===== src/rtl/mdtp_pkg.sv =====
// Package for the dataset record parser: sizes, record type codes and shared types.
// Used by the output channel interface and by meshcop_dataset_tlv_parser_unit.
package mdtp_pkg;

  // Dataset and storage sizes.
  localparam int MaxBytes   = 256;
  localparam int NameBytes  = 16;
  localparam int PendBytes  = 16;
  localparam int CntW       = $clog2(MaxBytes + 2);
  localparam int PendIdxW   = $clog2(PendBytes);
  localparam int NameLenW   = 5;

  // Record type codes.
  localparam logic [7:0] TypeChannel = 8'd0;
  localparam logic [7:0] TypePanId   = 8'd1;
  localparam logic [7:0] TypeExtPan  = 8'd2;
  localparam logic [7:0] TypeName    = 8'd3;

  // Length rules for the fixed records.
  localparam logic [7:0] ChannelMinLen = 8'd3;
  localparam logic [7:0] PanMinLen     = 8'd2;
  localparam logic [7:0] ExtPanLen     = 8'd8;

  // Status codes.
  localparam logic StatusOk      = 1'b0;
  localparam logic StatusTooLong = 1'b1;

  // Parser phase within a record.
  typedef enum logic [1:0] {
    PhType,
    PhLen,
    PhValue
  } phase_e;

  // One result word.
  typedef struct packed {
    logic        status;
    logic        channel_found;
    logic [15:0] channel_number;
    logic        pan_found;
    logic [15:0] pan_id;
    logic        ext_pan_found;
    logic [63:0] ext_pan_id;
    logic        name_found;
    logic [NameLenW-1:0] name_length;
    logic [63:0] name_first_half;
    logic [63:0] name_second_half;
  } result_t;

endpackage


===== src/rtl/mdtp_in_if.sv =====
// Input channel carrying one dataset byte per word with a last-byte mark.
// Depends on nothing but the valid/ready handshake.
interface mdtp_in_if;
  logic       valid;
  logic       ready;
  logic [7:0] data_byte;
  logic       last_byte;

  modport source (output valid, output data_byte, output last_byte, input ready);
  modport sink   (input valid, input data_byte, input last_byte, output ready);
endinterface


===== src/rtl/mdtp_out_if.sv =====
// Output channel carrying one parse result word per dataset.
// Depends on mdtp_pkg for the name length width.
interface mdtp_out_if;
  import mdtp_pkg::*;

  logic                valid;
  logic                ready;
  logic                status;
  logic                channel_found;
  logic [15:0]         channel_number;
  logic                pan_found;
  logic [15:0]         pan_id;
  logic                ext_pan_found;
  logic [63:0]         ext_pan_id;
  logic                name_found;
  logic [NameLenW-1:0] name_length;
  logic [63:0]         name_first_half;
  logic [63:0]         name_second_half;

  modport source (output valid, input ready, output status, output channel_found,
                  output channel_number, output pan_found, output pan_id,
                  output ext_pan_found, output ext_pan_id, output name_found,
                  output name_length, output name_first_half, output name_second_half);
  modport sink   (input valid, output ready, input status, input channel_found,
                  input channel_number, input pan_found, input pan_id,
                  input ext_pan_found, input ext_pan_id, input name_found,
                  input name_length, input name_first_half, input name_second_half);
endinterface


===== src/rtl/meshcop_dataset_tlv_parser_unit.sv =====
// Streaming dataset record parser: one byte per cycle when not stalled, one result word per dataset.
// The result word for a dataset is written to the result register once its last byte is processed.
// The input register, the parse/commit logic and the result register form a two-stage
// pipeline that takes one byte per cycle and only stalls when the result register is
// still full while a last byte waits to be processed.
// Reset (rst_ni low) clears the parse state, all committed fields and both valid flags.
module meshcop_dataset_tlv_parser_unit (
  input  logic          clk_i,
  input  logic          rst_ni,
  mdtp_in_if.sink       in_i,
  mdtp_out_if.source    out_o
);
  import mdtp_pkg::*;

  // Input register stage.
  logic       s1_valid_q;
  logic [7:0] s1_byte_q;
  logic       s1_last_q;
  logic       s1_fire;
  logic       out_free;

  // Parse state.
  phase_e              phase_q, phase_d;
  logic [7:0]          type_q, type_d;
  logic [7:0]          len_q, len_d;
  logic [7:0]          idx_q, idx_d;
  logic [CntW-1:0]     bc_q, bc_d;
  logic [PendBytes-1:0][7:0] pend_q, pend_d;

  // Committed fields.
  logic                chan_found_q, chan_found_d;
  logic [15:0]         chan_q, chan_d;
  logic                pan_found_q, pan_found_d;
  logic [15:0]         pan_q, pan_d;
  logic                ext_found_q, ext_found_d;
  logic [63:0]         ext_q, ext_d;
  logic                name_found_q, name_found_d;
  logic [NameLenW-1:0] name_len_q, name_len_d;
  logic [PendBytes-1:0][7:0] name_q, name_d;

  // Result register.
  logic    out_valid_q, out_valid_d;
  result_t res_q, res_d;

  // Scratch for the commit logic.
  logic                commit;
  logic [7:0]          rec_len;
  logic [7:0]          idx_inc;
  logic [NameLenW-1:0] new_len;

  assign out_free = !out_valid_q || out_o.ready;
  // A last byte may only be processed when the result register can take its word.
  assign s1_fire  = s1_valid_q && (!s1_last_q || out_free);
  assign in_i.ready = !s1_valid_q || s1_fire;

  // Input register.
  always_ff @(posedge clk_i or negedge rst_ni) begin
    if (!rst_ni) begin
      s1_valid_q <= 1'b0;
    end else if (in_i.ready) begin
      s1_valid_q <= in_i.valid;
    end
  end

  always_ff @(posedge clk_i) begin
    if (in_i.ready && in_i.valid) begin
      s1_byte_q <= in_i.data_byte;
      s1_last_q <= in_i.last_byte;
    end
  end

  // Parse, commit and result formation for the registered byte.
  always_comb begin
    phase_d      = phase_q;
    type_d       = type_q;
    len_d        = len_q;
    idx_d        = idx_q;
    bc_d         = bc_q;
    pend_d       = pend_q;
    chan_found_d = chan_found_q;
    chan_d       = chan_q;
    pan_found_d  = pan_found_q;
    pan_d        = pan_q;
    ext_found_d  = ext_found_q;
    ext_d        = ext_q;
    name_found_d = name_found_q;
    name_len_d   = name_len_q;
    name_d       = name_q;
    res_d        = res_q;
    commit       = 1'b0;
    rec_len      = len_q;
    idx_inc      = idx_q + 8'd1;
    new_len      = '0;

    if (s1_fire) begin
      // Byte counter saturates one past the maximum.
      if (bc_q <= CntW'(MaxBytes)) begin
        bc_d = bc_q + CntW'(1);
      end

      case (phase_q)
        PhType: begin
          type_d  = s1_byte_q;
          phase_d = PhLen;
        end
        PhLen: begin
          len_d   = s1_byte_q;
          rec_len = s1_byte_q;
          idx_d   = '0;
          pend_d  = '0;
          if (s1_byte_q == 8'd0) begin
            commit = 1'b1;
          end else begin
            phase_d = PhValue;
          end
        end
        PhValue: begin
          if (idx_q < 8'(PendBytes)) begin
            pend_d[idx_q[PendIdxW-1:0]] = s1_byte_q;
          end
          idx_d = idx_inc;
          if (idx_inc >= len_q) begin
            commit = 1'b1;
          end
        end
        default: begin
          phase_d = PhType;
        end
      endcase

      // Commit a finished record into the field it describes.
      if (commit) begin
        phase_d = PhType;
        case (type_q)
          TypeChannel: begin
            if (rec_len >= ChannelMinLen) begin
              chan_d       = {pend_d[1], pend_d[2]};
              chan_found_d = 1'b1;
            end
          end
          TypePanId: begin
            if (rec_len >= PanMinLen) begin
              pan_d       = {pend_d[0], pend_d[1]};
              pan_found_d = 1'b1;
            end
          end
          TypeExtPan: begin
            if (rec_len == ExtPanLen) begin
              for (int i = 0; i < 8; i++) begin
                ext_d[63 - 8*i -: 8] = pend_d[i];
              end
              ext_found_d = 1'b1;
            end
          end
          TypeName: begin
            new_len = (rec_len < 8'(NameBytes)) ? rec_len[NameLenW-1:0]
                                                : NameLenW'(NameBytes);
            for (int i = 0; i < PendBytes; i++) begin
              name_d[i] = (NameLenW'(i) < new_len) ? pend_d[i] : 8'd0;
            end
            name_len_d   = new_len;
            name_found_d = 1'b1;
          end
          default: begin
          end
        endcase
      end

      // End of dataset: form the result word and return to the reset state.
      if (s1_last_q) begin
        res_d = '0;
        if (bc_d > CntW'(MaxBytes)) begin
          res_d.status = StatusTooLong;
        end else begin
          res_d.status         = StatusOk;
          res_d.channel_found  = chan_found_d;
          res_d.channel_number = chan_found_d ? chan_d : 16'd0;
          res_d.pan_found      = pan_found_d;
          res_d.pan_id         = pan_found_d ? pan_d : 16'd0;
          res_d.ext_pan_found  = ext_found_d;
          res_d.ext_pan_id     = ext_found_d ? ext_d : 64'd0;
          res_d.name_found     = name_found_d;
          res_d.name_length    = name_found_d ? name_len_d : '0;
          for (int i = 0; i < 8; i++) begin
            res_d.name_first_half[63 - 8*i -: 8]  = name_found_d ? name_d[i] : 8'd0;
            res_d.name_second_half[63 - 8*i -: 8] = name_found_d ? name_d[i+8] : 8'd0;
          end
        end
        phase_d      = PhType;
        type_d       = '0;
        len_d        = '0;
        idx_d        = '0;
        bc_d         = '0;
        pend_d       = '0;
        chan_found_d = 1'b0;
        chan_d       = '0;
        pan_found_d  = 1'b0;
        pan_d        = '0;
        ext_found_d  = 1'b0;
        ext_d        = '0;
        name_found_d = 1'b0;
        name_len_d   = '0;
        name_d       = '0;
      end
    end
  end

  // Result valid flag: set by a processed last byte, cleared when the word is taken.
  always_comb begin
    out_valid_d = out_valid_q;
    if (s1_fire && s1_last_q) begin
      out_valid_d = 1'b1;
    end else if (out_o.ready) begin
      out_valid_d = 1'b0;
    end
  end

  // State registers.
  always_ff @(posedge clk_i or negedge rst_ni) begin
    if (!rst_ni) begin
      phase_q      <= PhType;
      type_q       <= '0;
      len_q        <= '0;
      idx_q        <= '0;
      bc_q         <= '0;
      pend_q       <= '0;
      chan_found_q <= 1'b0;
      chan_q       <= '0;
      pan_found_q  <= 1'b0;
      pan_q        <= '0;
      ext_found_q  <= 1'b0;
      ext_q        <= '0;
      name_found_q <= 1'b0;
      name_len_q   <= '0;
      name_q       <= '0;
      out_valid_q  <= 1'b0;
    end else begin
      phase_q      <= phase_d;
      type_q       <= type_d;
      len_q        <= len_d;
      idx_q        <= idx_d;
      bc_q         <= bc_d;
      pend_q       <= pend_d;
      chan_found_q <= chan_found_d;
      chan_q       <= chan_d;
      pan_found_q  <= pan_found_d;
      pan_q        <= pan_d;
      ext_found_q  <= ext_found_d;
      ext_q        <= ext_d;
      name_found_q <= name_found_d;
      name_len_q   <= name_len_d;
      name_q       <= name_d;
      out_valid_q  <= out_valid_d;
    end
  end

  // Result payload register.
  always_ff @(posedge clk_i) begin
    res_q <= res_d;
  end

  // Output word.
  assign out_o.valid            = out_valid_q;
  assign out_o.status           = res_q.status;
  assign out_o.channel_found    = res_q.channel_found;
  assign out_o.channel_number   = res_q.channel_number;
  assign out_o.pan_found        = res_q.pan_found;
  assign out_o.pan_id           = res_q.pan_id;
  assign out_o.ext_pan_found    = res_q.ext_pan_found;
  assign out_o.ext_pan_id       = res_q.ext_pan_id;
  assign out_o.name_found       = res_q.name_found;
  assign out_o.name_length      = res_q.name_length;
  assign out_o.name_first_half  = res_q.name_first_half;
  assign out_o.name_second_half = res_q.name_second_half;

  // The byte counter never runs past its saturation value.
  assert property (@(posedge clk_i) disable iff (!rst_ni)
    bc_q <= CntW'(MaxBytes + 1))
    else $error("byte counter beyond saturation");

  // After a last byte the parser is back at the start of a record with a clear count.
  assert property (@(posedge clk_i) disable iff (!rst_ni)
    (s1_fire && s1_last_q) |=> (phase_q == PhType && bc_q == '0 && !name_found_q))
    else $error("parser not reset after end of dataset");

  // An overlong dataset reports no fields.
  assert property (@(posedge clk_i) disable iff (!rst_ni)
    (out_valid_q && res_q.status == StatusTooLong) |->
      (!res_q.channel_found && !res_q.pan_found && !res_q.ext_pan_found && !res_q.name_found))
    else $error("fields reported for overlong dataset");

  // The reported name length never exceeds the kept name bytes.
  assert property (@(posedge clk_i) disable iff (!rst_ni)
    out_valid_q |-> (res_q.name_length <= NameLenW'(NameBytes)))
    else $error("name length beyond storage");

  // A last byte is never processed while the result register is still held.
  assert property (@(posedge clk_i) disable iff (!rst_ni)
    (s1_fire && s1_last_q) |-> out_free)
    else $error("result word overwritten");

endmodule

===== src/flat_wrapper.sv =====
// flat-port wrapper written by rule: the top's interface ports become plain ports
module meshcop_dataset_tlv_parser_unit_flat import mdtp_pkg::*;
  (clk_i, rst_ni, in_i_valid, in_i_data_byte, in_i_last_byte, in_i_ready, out_o_valid, out_o_ready, out_o_status, out_o_channel_found, out_o_channel_number, out_o_pan_found, out_o_pan_id, out_o_ext_pan_found, out_o_ext_pan_id, out_o_name_found, out_o_name_length, out_o_name_first_half, out_o_name_second_half);
  mdtp_in_if in_i_i ();
  mdtp_out_if out_o_i ();
  input  logic clk_i;
  input  logic rst_ni;
  input wire logic [$bits(in_i_i.valid)-1:0] in_i_valid;
  input wire logic [$bits(in_i_i.data_byte)-1:0] in_i_data_byte;
  input wire logic [$bits(in_i_i.last_byte)-1:0] in_i_last_byte;
  output wire logic [$bits(in_i_i.ready)-1:0] in_i_ready;
  output wire logic [$bits(out_o_i.valid)-1:0] out_o_valid;
  input wire logic [$bits(out_o_i.ready)-1:0] out_o_ready;
  output wire logic [$bits(out_o_i.status)-1:0] out_o_status;
  output wire logic [$bits(out_o_i.channel_found)-1:0] out_o_channel_found;
  output wire logic [$bits(out_o_i.channel_number)-1:0] out_o_channel_number;
  output wire logic [$bits(out_o_i.pan_found)-1:0] out_o_pan_found;
  output wire logic [$bits(out_o_i.pan_id)-1:0] out_o_pan_id;
  output wire logic [$bits(out_o_i.ext_pan_found)-1:0] out_o_ext_pan_found;
  output wire logic [$bits(out_o_i.ext_pan_id)-1:0] out_o_ext_pan_id;
  output wire logic [$bits(out_o_i.name_found)-1:0] out_o_name_found;
  output wire logic [$bits(out_o_i.name_length)-1:0] out_o_name_length;
  output wire logic [$bits(out_o_i.name_first_half)-1:0] out_o_name_first_half;
  output wire logic [$bits(out_o_i.name_second_half)-1:0] out_o_name_second_half;
  assign in_i_i.valid = in_i_valid;
  assign in_i_i.data_byte = in_i_data_byte;
  assign in_i_i.last_byte = in_i_last_byte;
  assign in_i_ready = in_i_i.ready;
  assign out_o_valid = out_o_i.valid;
  assign out_o_i.ready = out_o_ready;
  assign out_o_status = out_o_i.status;
  assign out_o_channel_found = out_o_i.channel_found;
  assign out_o_channel_number = out_o_i.channel_number;
  assign out_o_pan_found = out_o_i.pan_found;
  assign out_o_pan_id = out_o_i.pan_id;
  assign out_o_ext_pan_found = out_o_i.ext_pan_found;
  assign out_o_ext_pan_id = out_o_i.ext_pan_id;
  assign out_o_name_found = out_o_i.name_found;
  assign out_o_name_length = out_o_i.name_length;
  assign out_o_name_first_half = out_o_i.name_first_half;
  assign out_o_name_second_half = out_o_i.name_second_half;
  meshcop_dataset_tlv_parser_unit u_core (.clk_i(clk_i), .rst_ni(rst_ni), .in_i(in_i_i), .out_o(out_o_i));
endmodule

===== config.mk =====
export PLATFORM = sky130hd
export DESIGN_NAME = meshcop_dataset_tlv_parser_unit_flat
export DESIGN_NICKNAME = d
export VERILOG_FILES = /design/src/rtl/mdtp_pkg.sv /design/src/rtl/mdtp_in_if.sv /design/src/rtl/mdtp_out_if.sv /design/src/rtl/meshcop_dataset_tlv_parser_unit.sv /design/src/flat_wrapper.sv
export SDC_FILE = /design/constraint.sdc
export NUM_CORES = 1
export LEC_CHECK = 0
export CORE_MARGIN = 2
export CORE_UTILIZATION = 30
export DETAILED_ROUTE_END_ITERATION = 10
export DONT_BUFFER_PORTS = 1
export REMOVE_ABC_BUFFERS = 1
export SYNTH_ARGS = -nofsm -noshare
export SYNTH_HDL_FRONTEND = slang
export SYNTH_SLANG_ARGS = --single-unit

===== constraint.sdc =====
create_clock -name clk_i -period 15.3 [get_ports clk_i]
set_input_delay 0.765 -clock clk_i [delete_from_list [all_inputs] [get_ports clk_i]]
set_output_delay 0.765 -clock clk_i [all_outputs]
set_load 0.01 [all_outputs]

==> report_table.html <==
<table>
<tr><th>Metric</th><th>Value</th></tr>
<tr><th colspan="2">Status</th></tr>
<tr><td>Status</td><td>complete, no violations</td></tr>
<tr><th colspan="2">Synth</th></tr>
<tr><td>Mean cell area of the mapped netlist</td><td>10.92 µm²</td></tr>
<tr><td>Asr flop ratio synth</td><td>62.09%</td></tr>
<tr><td>Number of enable-type register cells in the synthesized netlist</td><td>243</td></tr>
<tr><td>Netlist cell types</td><td>61</td></tr>
<tr><td>Cell types with the highest counts after synthesis</td><td>dfrtp_1, nand3_1, nand2_1</td></tr>
<tr><td>Number of synthesized register bits</td><td>641</td></tr>
<tr><td>Sequential fraction of the synthesis area</td><td>59.50%</td></tr>
<tr><td>Cell type with the largest total area after synthesis</td><td>dfrtp_1</td></tr>
<tr><td>Dominant cells by area after synthesis</td><td>dfrtp_1, edfxtp_1, nand3_1</td></tr>
<tr><td>Number of warnings issued by yosys</td><td>0</td></tr>
<tr><td>Post-Syn Instances</td><td>2655</td></tr>
<tr><td>Mapped Area</td><td>29000 µm²</td></tr>
<tr><td>Most numerous cell in the Yosys netlist</td><td>dfrtp_1</td></tr>
<tr><td>Main flop type after synthesis</td><td>dfrtp_1</td></tr>
<tr><td>Share of Yosys cell area claimed by the top area cell type</td><td>34.34%</td></tr>
<tr><th colspan="2">Worst setup path</th></tr>
<tr><td>Max stage delay cell, worst path</td><td>buf_4</td></tr>
<tr><td>Worst Reg2Reg Path Length in Cells</td><td>13</td></tr>
<tr><td>Worst Setup End Kind</td><td>flop</td></tr>
<tr><td>Critical path fanouts, max</td><td>68</td></tr>
<tr><td>Worst setup startpoint</td><td>u_core.idx_q[0]</td></tr>
<tr><td>Worst path required time</td><td>15.76 ns</td></tr>
<tr><td>Startpoint type of the worst setup path</td><td>flop</td></tr>
<tr><td>Critical path, cell by cell</td><td>ha_1, nand3_1, nor2_1, xor2_1, ha_1, nand4_1, o31ai_1, a22o_2, and2b_4, buf_4, buf_4, nand3_1, a21oi_1</td></tr>
<tr><td>Path type of the worst setup path</td><td>flop to flop</td></tr>
<tr><td>Arrival time at the worst endpoint</td><td>5.51 ns</td></tr>
<tr><td>Crit path largest cell delay</td><td>0.83 ns</td></tr>
<tr><td>Origin of the critical flop-to-flop path</td><td>u_core.idx_q[0]</td></tr>
<tr><th colspan="2">Global routing</th></tr>
<tr><td>Number of antenna violations at the first check in global routing</td><td>1</td></tr>
<tr><td>Global-route wire length before repair</td><td>142600 µm</td></tr>
<tr><td>Total global-route track usage</td><td>18.94%</td></tr>
<tr><td>Gr ovfl total</td><td>0</td></tr>
<tr><td>Vias in the first global route</td><td>21020</td></tr>
<tr><td>Maximum number of pins on one net before global-route repair</td><td>399</td></tr>
<tr><th colspan="2">Clock tree</th></tr>
<tr><td>TritonCTS Buffers</td><td>77</td></tr>
<tr><td>Clock transition time at the flip-flop clock pins of the worst setup and hold paths</td><td>0.06 ns</td></tr>
<tr><td>Number of resized instances in the post-cts repair step</td><td>0</td></tr>
<tr><td>CTS sink count</td><td>641</td></tr>
<tr><td>Level count of the clock H-tree</td><td>3</td></tr>
<tr><td>CTS tree</td><td>built</td></tr>
<tr><td># Post-CTS Setup Buffers</td><td>0</td></tr>
<tr><td>Max Buffers Root-to-Sink</td><td>3</td></tr>
<tr><td>Clock insertion delay at the later pin of the skew report</td><td>0.64 ns</td></tr>
<tr><td>Hold-fix buffers at CTS</td><td>1</td></tr>
<tr><td>Cell at the root of the clock tree</td><td>clkbuf_16</td></tr>
<tr><th colspan="2">STA</th></tr>
<tr><td>Final count of pins violating max slew</td><td>0</td></tr>
<tr><td>Final count of negative-setup-slack endpoints</td><td>0</td></tr>
<tr><td>Fmax</td><td>0.1983 GHz</td></tr>
<tr><td>Clock Skew</td><td>0.02532 ns</td></tr>
<tr><td>Worst slew pin tran</td><td>1.190 ns</td></tr>
<tr><td>Worst hold margin</td><td>0.06505 ns</td></tr>
<tr><td>Hold Violations, Final</td><td>0</td></tr>
<tr><td>Final critical delay including setup and external delays</td><td>5.043 ns</td></tr>
<tr><td>Unrepaired setup endpoints after global routing</td><td>false</td></tr>
<tr><td>Total negative setup slack</td><td>0 ns</td></tr>
<tr><td>Period Utilization, post-route</td><td>32.96%</td></tr>
<tr><td>Max-Slew Margin vs Limit</td><td>20.64%</td></tr>
<tr><th colspan="2">Route</th></tr>
<tr><td>Number of optimization iterations in the first detailed-route pass</td><td>5</td></tr>
<tr><td>Aggregate routed wire length</td><td>94810 µm</td></tr>
<tr><td>Detailed-route DRC error count</td><td>0</td></tr>
<tr><td>Vias after detailed routing</td><td>21310</td></tr>
<tr><td>Routed vias/inst</td><td>5.499</td></tr>
<tr><td>Post-DRT Antenna Nets</td><td>0</td></tr>
<tr><td>Number of DRC violations after detailed-routing iteration 0</td><td>2093</td></tr>
<tr><td>Post-DR wirelength/cell</td><td>24.46 µm</td></tr>
<tr><th colspan="2">Finish</th></tr>
<tr><td>Diodes inserted</td><td>0</td></tr>
<tr><td>Share of post-route cells with drive strength above 1</td><td>8.000%</td></tr>
<tr><td>Post-layout instance count excluding filler cells</td><td>3876</td></tr>
<tr><td>Nets</td><td>2567</td></tr>
<tr><td>Number of filler instances in the final layout</td><td>9490</td></tr>
<tr><td>Synthesis-to-layout area growth</td><td>12.58%</td></tr>
<tr><th colspan="2">Floorplanning</th></tr>
<tr><td>Initial core utilization</td><td>30.12%</td></tr>
<tr><td>Area of the core</td><td>96280 µm²</td></tr>
<tr><td>Die height</td><td>314.9 µm</td></tr>
<tr><td>Core Rows</td><td>114</td></tr>
<tr><td>Die Footprint</td><td>99170 µm²</td></tr>
<tr><td>Top-level I/O count</td><td>249</td></tr>
<tr><td>Die X</td><td>314.9 µm</td></tr>
<tr><th colspan="2">Place</th></tr>
<tr><td>Detail Placement HPWL</td><td>51850 µm</td></tr>
<tr><td>Port buffer count</td><td>0</td></tr>
<tr><td>Global placer's final weighted congestion</td><td>0.8024</td></tr>
<tr><td>Total placed cells including tap cells</td><td>3730</td></tr>
<tr><th colspan="2">Power and ir drop</th></tr>
<tr><td>Leak Pwr</td><td>13.33 nW</td></tr>
<tr><td>Worst IR drop on VDD</td><td>0.00009738 V</td></tr>
<tr><td>Ratio of total power to cell area</td><td>141.0 nW/µm²</td></tr>
<tr><th colspan="2">Worst hold path</th></tr>
<tr><td>Tightest Hold Check Type</td><td>input pin to async pin</td></tr>
<tr><th colspan="2">Flow run</th></tr>
<tr><td>Max cap viols</td><td>0</td></tr>
</table>
[worst max-delay path, delay by kind of cell, from the launching register on]
kind,cells,cell delay [ns]
flops,1,0.46
buf+inv,2,1.46
xor+xnor,1,0.11
compound gates,3,1.08
fa+ha+maj,2,0.70
simple gates,5,0.80
[metrics by stage]
stage | cell area (µm²) | worst slack [ns] | util [%] | power (mW)
4_1_cts | 32590 | 10.31 | 33.85 | 4.653
3_3_place_gp | 30010 | 10.46 | 31.17 | 2.758
2_1_floorplan | 27960 | 0.7633 | - | 2.373
5_1_grt | 32650 | 9.874 | 33.91 | 4.802
3_5_place_dp | 30010 | 10.32 | 31.17 | 2.763
6_report | 32650 | 10.26 | 33.91 | 4.602
[cell usage in the layout, fill, tap and decap left out, drive strengths merged, types with 47 or more instances in the layout]
master,count
a21oi,240
o21ai,55
nand2,295
o2bb2ai,136
clkbuf,103
buf,47
a22o,200
dfrtp,398
nor2,145
edfxtp,243
mux2i,117
nand3,397
[where the power goes]
| part | total, mW | switching [mW] | internal (mW) |
|---|---|---|---|
| registers | 1.90 | 0.0594 | 1.84 |
| clock network | 1.86 | 0.778 | 1.08 |
| logic | 0.849 | 0.696 | 0.153 |
[layer usage]
layer  up-vias  global-route usage, %  wire length [µm]
met4         2                  5.325              1957
met1     10890                  25.97             41900
li1       9563                      -                 -
met3       121                  4.499              6678
met2       742                  29.84             44270
met5         -                      0                12
[cells by family after synthesis]
group,count (synthesis),share of synthesized area (%)
flops,641,59.50
fa+ha+maj,18,0.7766
compound gates,685,16.89
mux,120,4.155
simple gates,922,14.66
buf+inv,263,3.835
xor+xnor,6,0.1812
[flip-flops by register name, summed over array words and instances, names as in the netlist, 2 cells and up]
register,flops
u_core.bc_q,9
u_core.chan_q,16
u_core.ext_q,64
u_core.idx_q,8
u_core.len_q,8
u_core.name_len_q,5
u_core.name_q,128
u_core.out_o.channel_number,16
u_core.out_o.ext_pan_id,64
u_core.out_o.name_first_half,64
u_core.out_o.name_length,5
u_core.out_o.name_second_half,64
u_core.out_o.pan_id,16
u_core.pan_q,16
u_core.pend_q,128
u_core.phase_q,2
u_core.s1_byte_q,8
u_core.type_q,8
[path summary, 6_finish.rpt]
path,end,slack (ns)
worst max-delay path,u_core.out_o.name_first_half[33],10.26
worst min-delay path,u_core.pan_q[3],0.07
worst max register to register,u_core.out_o.name_first_half[33],10.26
worst min register to register,u_core.pend_q[18],0.48
max in group asynchronous,u_core.name_q[27],13.88
min in group clk_i,u_core.s1_byte_q[5],0.23
[cell type report]
type | instances | area [µm²] | area share [%]
Sequential cell | 641 | 17260 | 52.88
Multi-Input combinational cell | 1751 | 10740 | 32.91
Clock buffer | 103 | 2220 | 6.799
Tap cell | 1276 | 1597 | 4.890
Timing Repair Buffer | 47 | 412.9 | 1.265
Clock inverter | 40 | 336.6 | 1.031
Inverter | 18 | 75.07 | 0.2299
No activity file was read; power rests on OpenSTA's default activity.
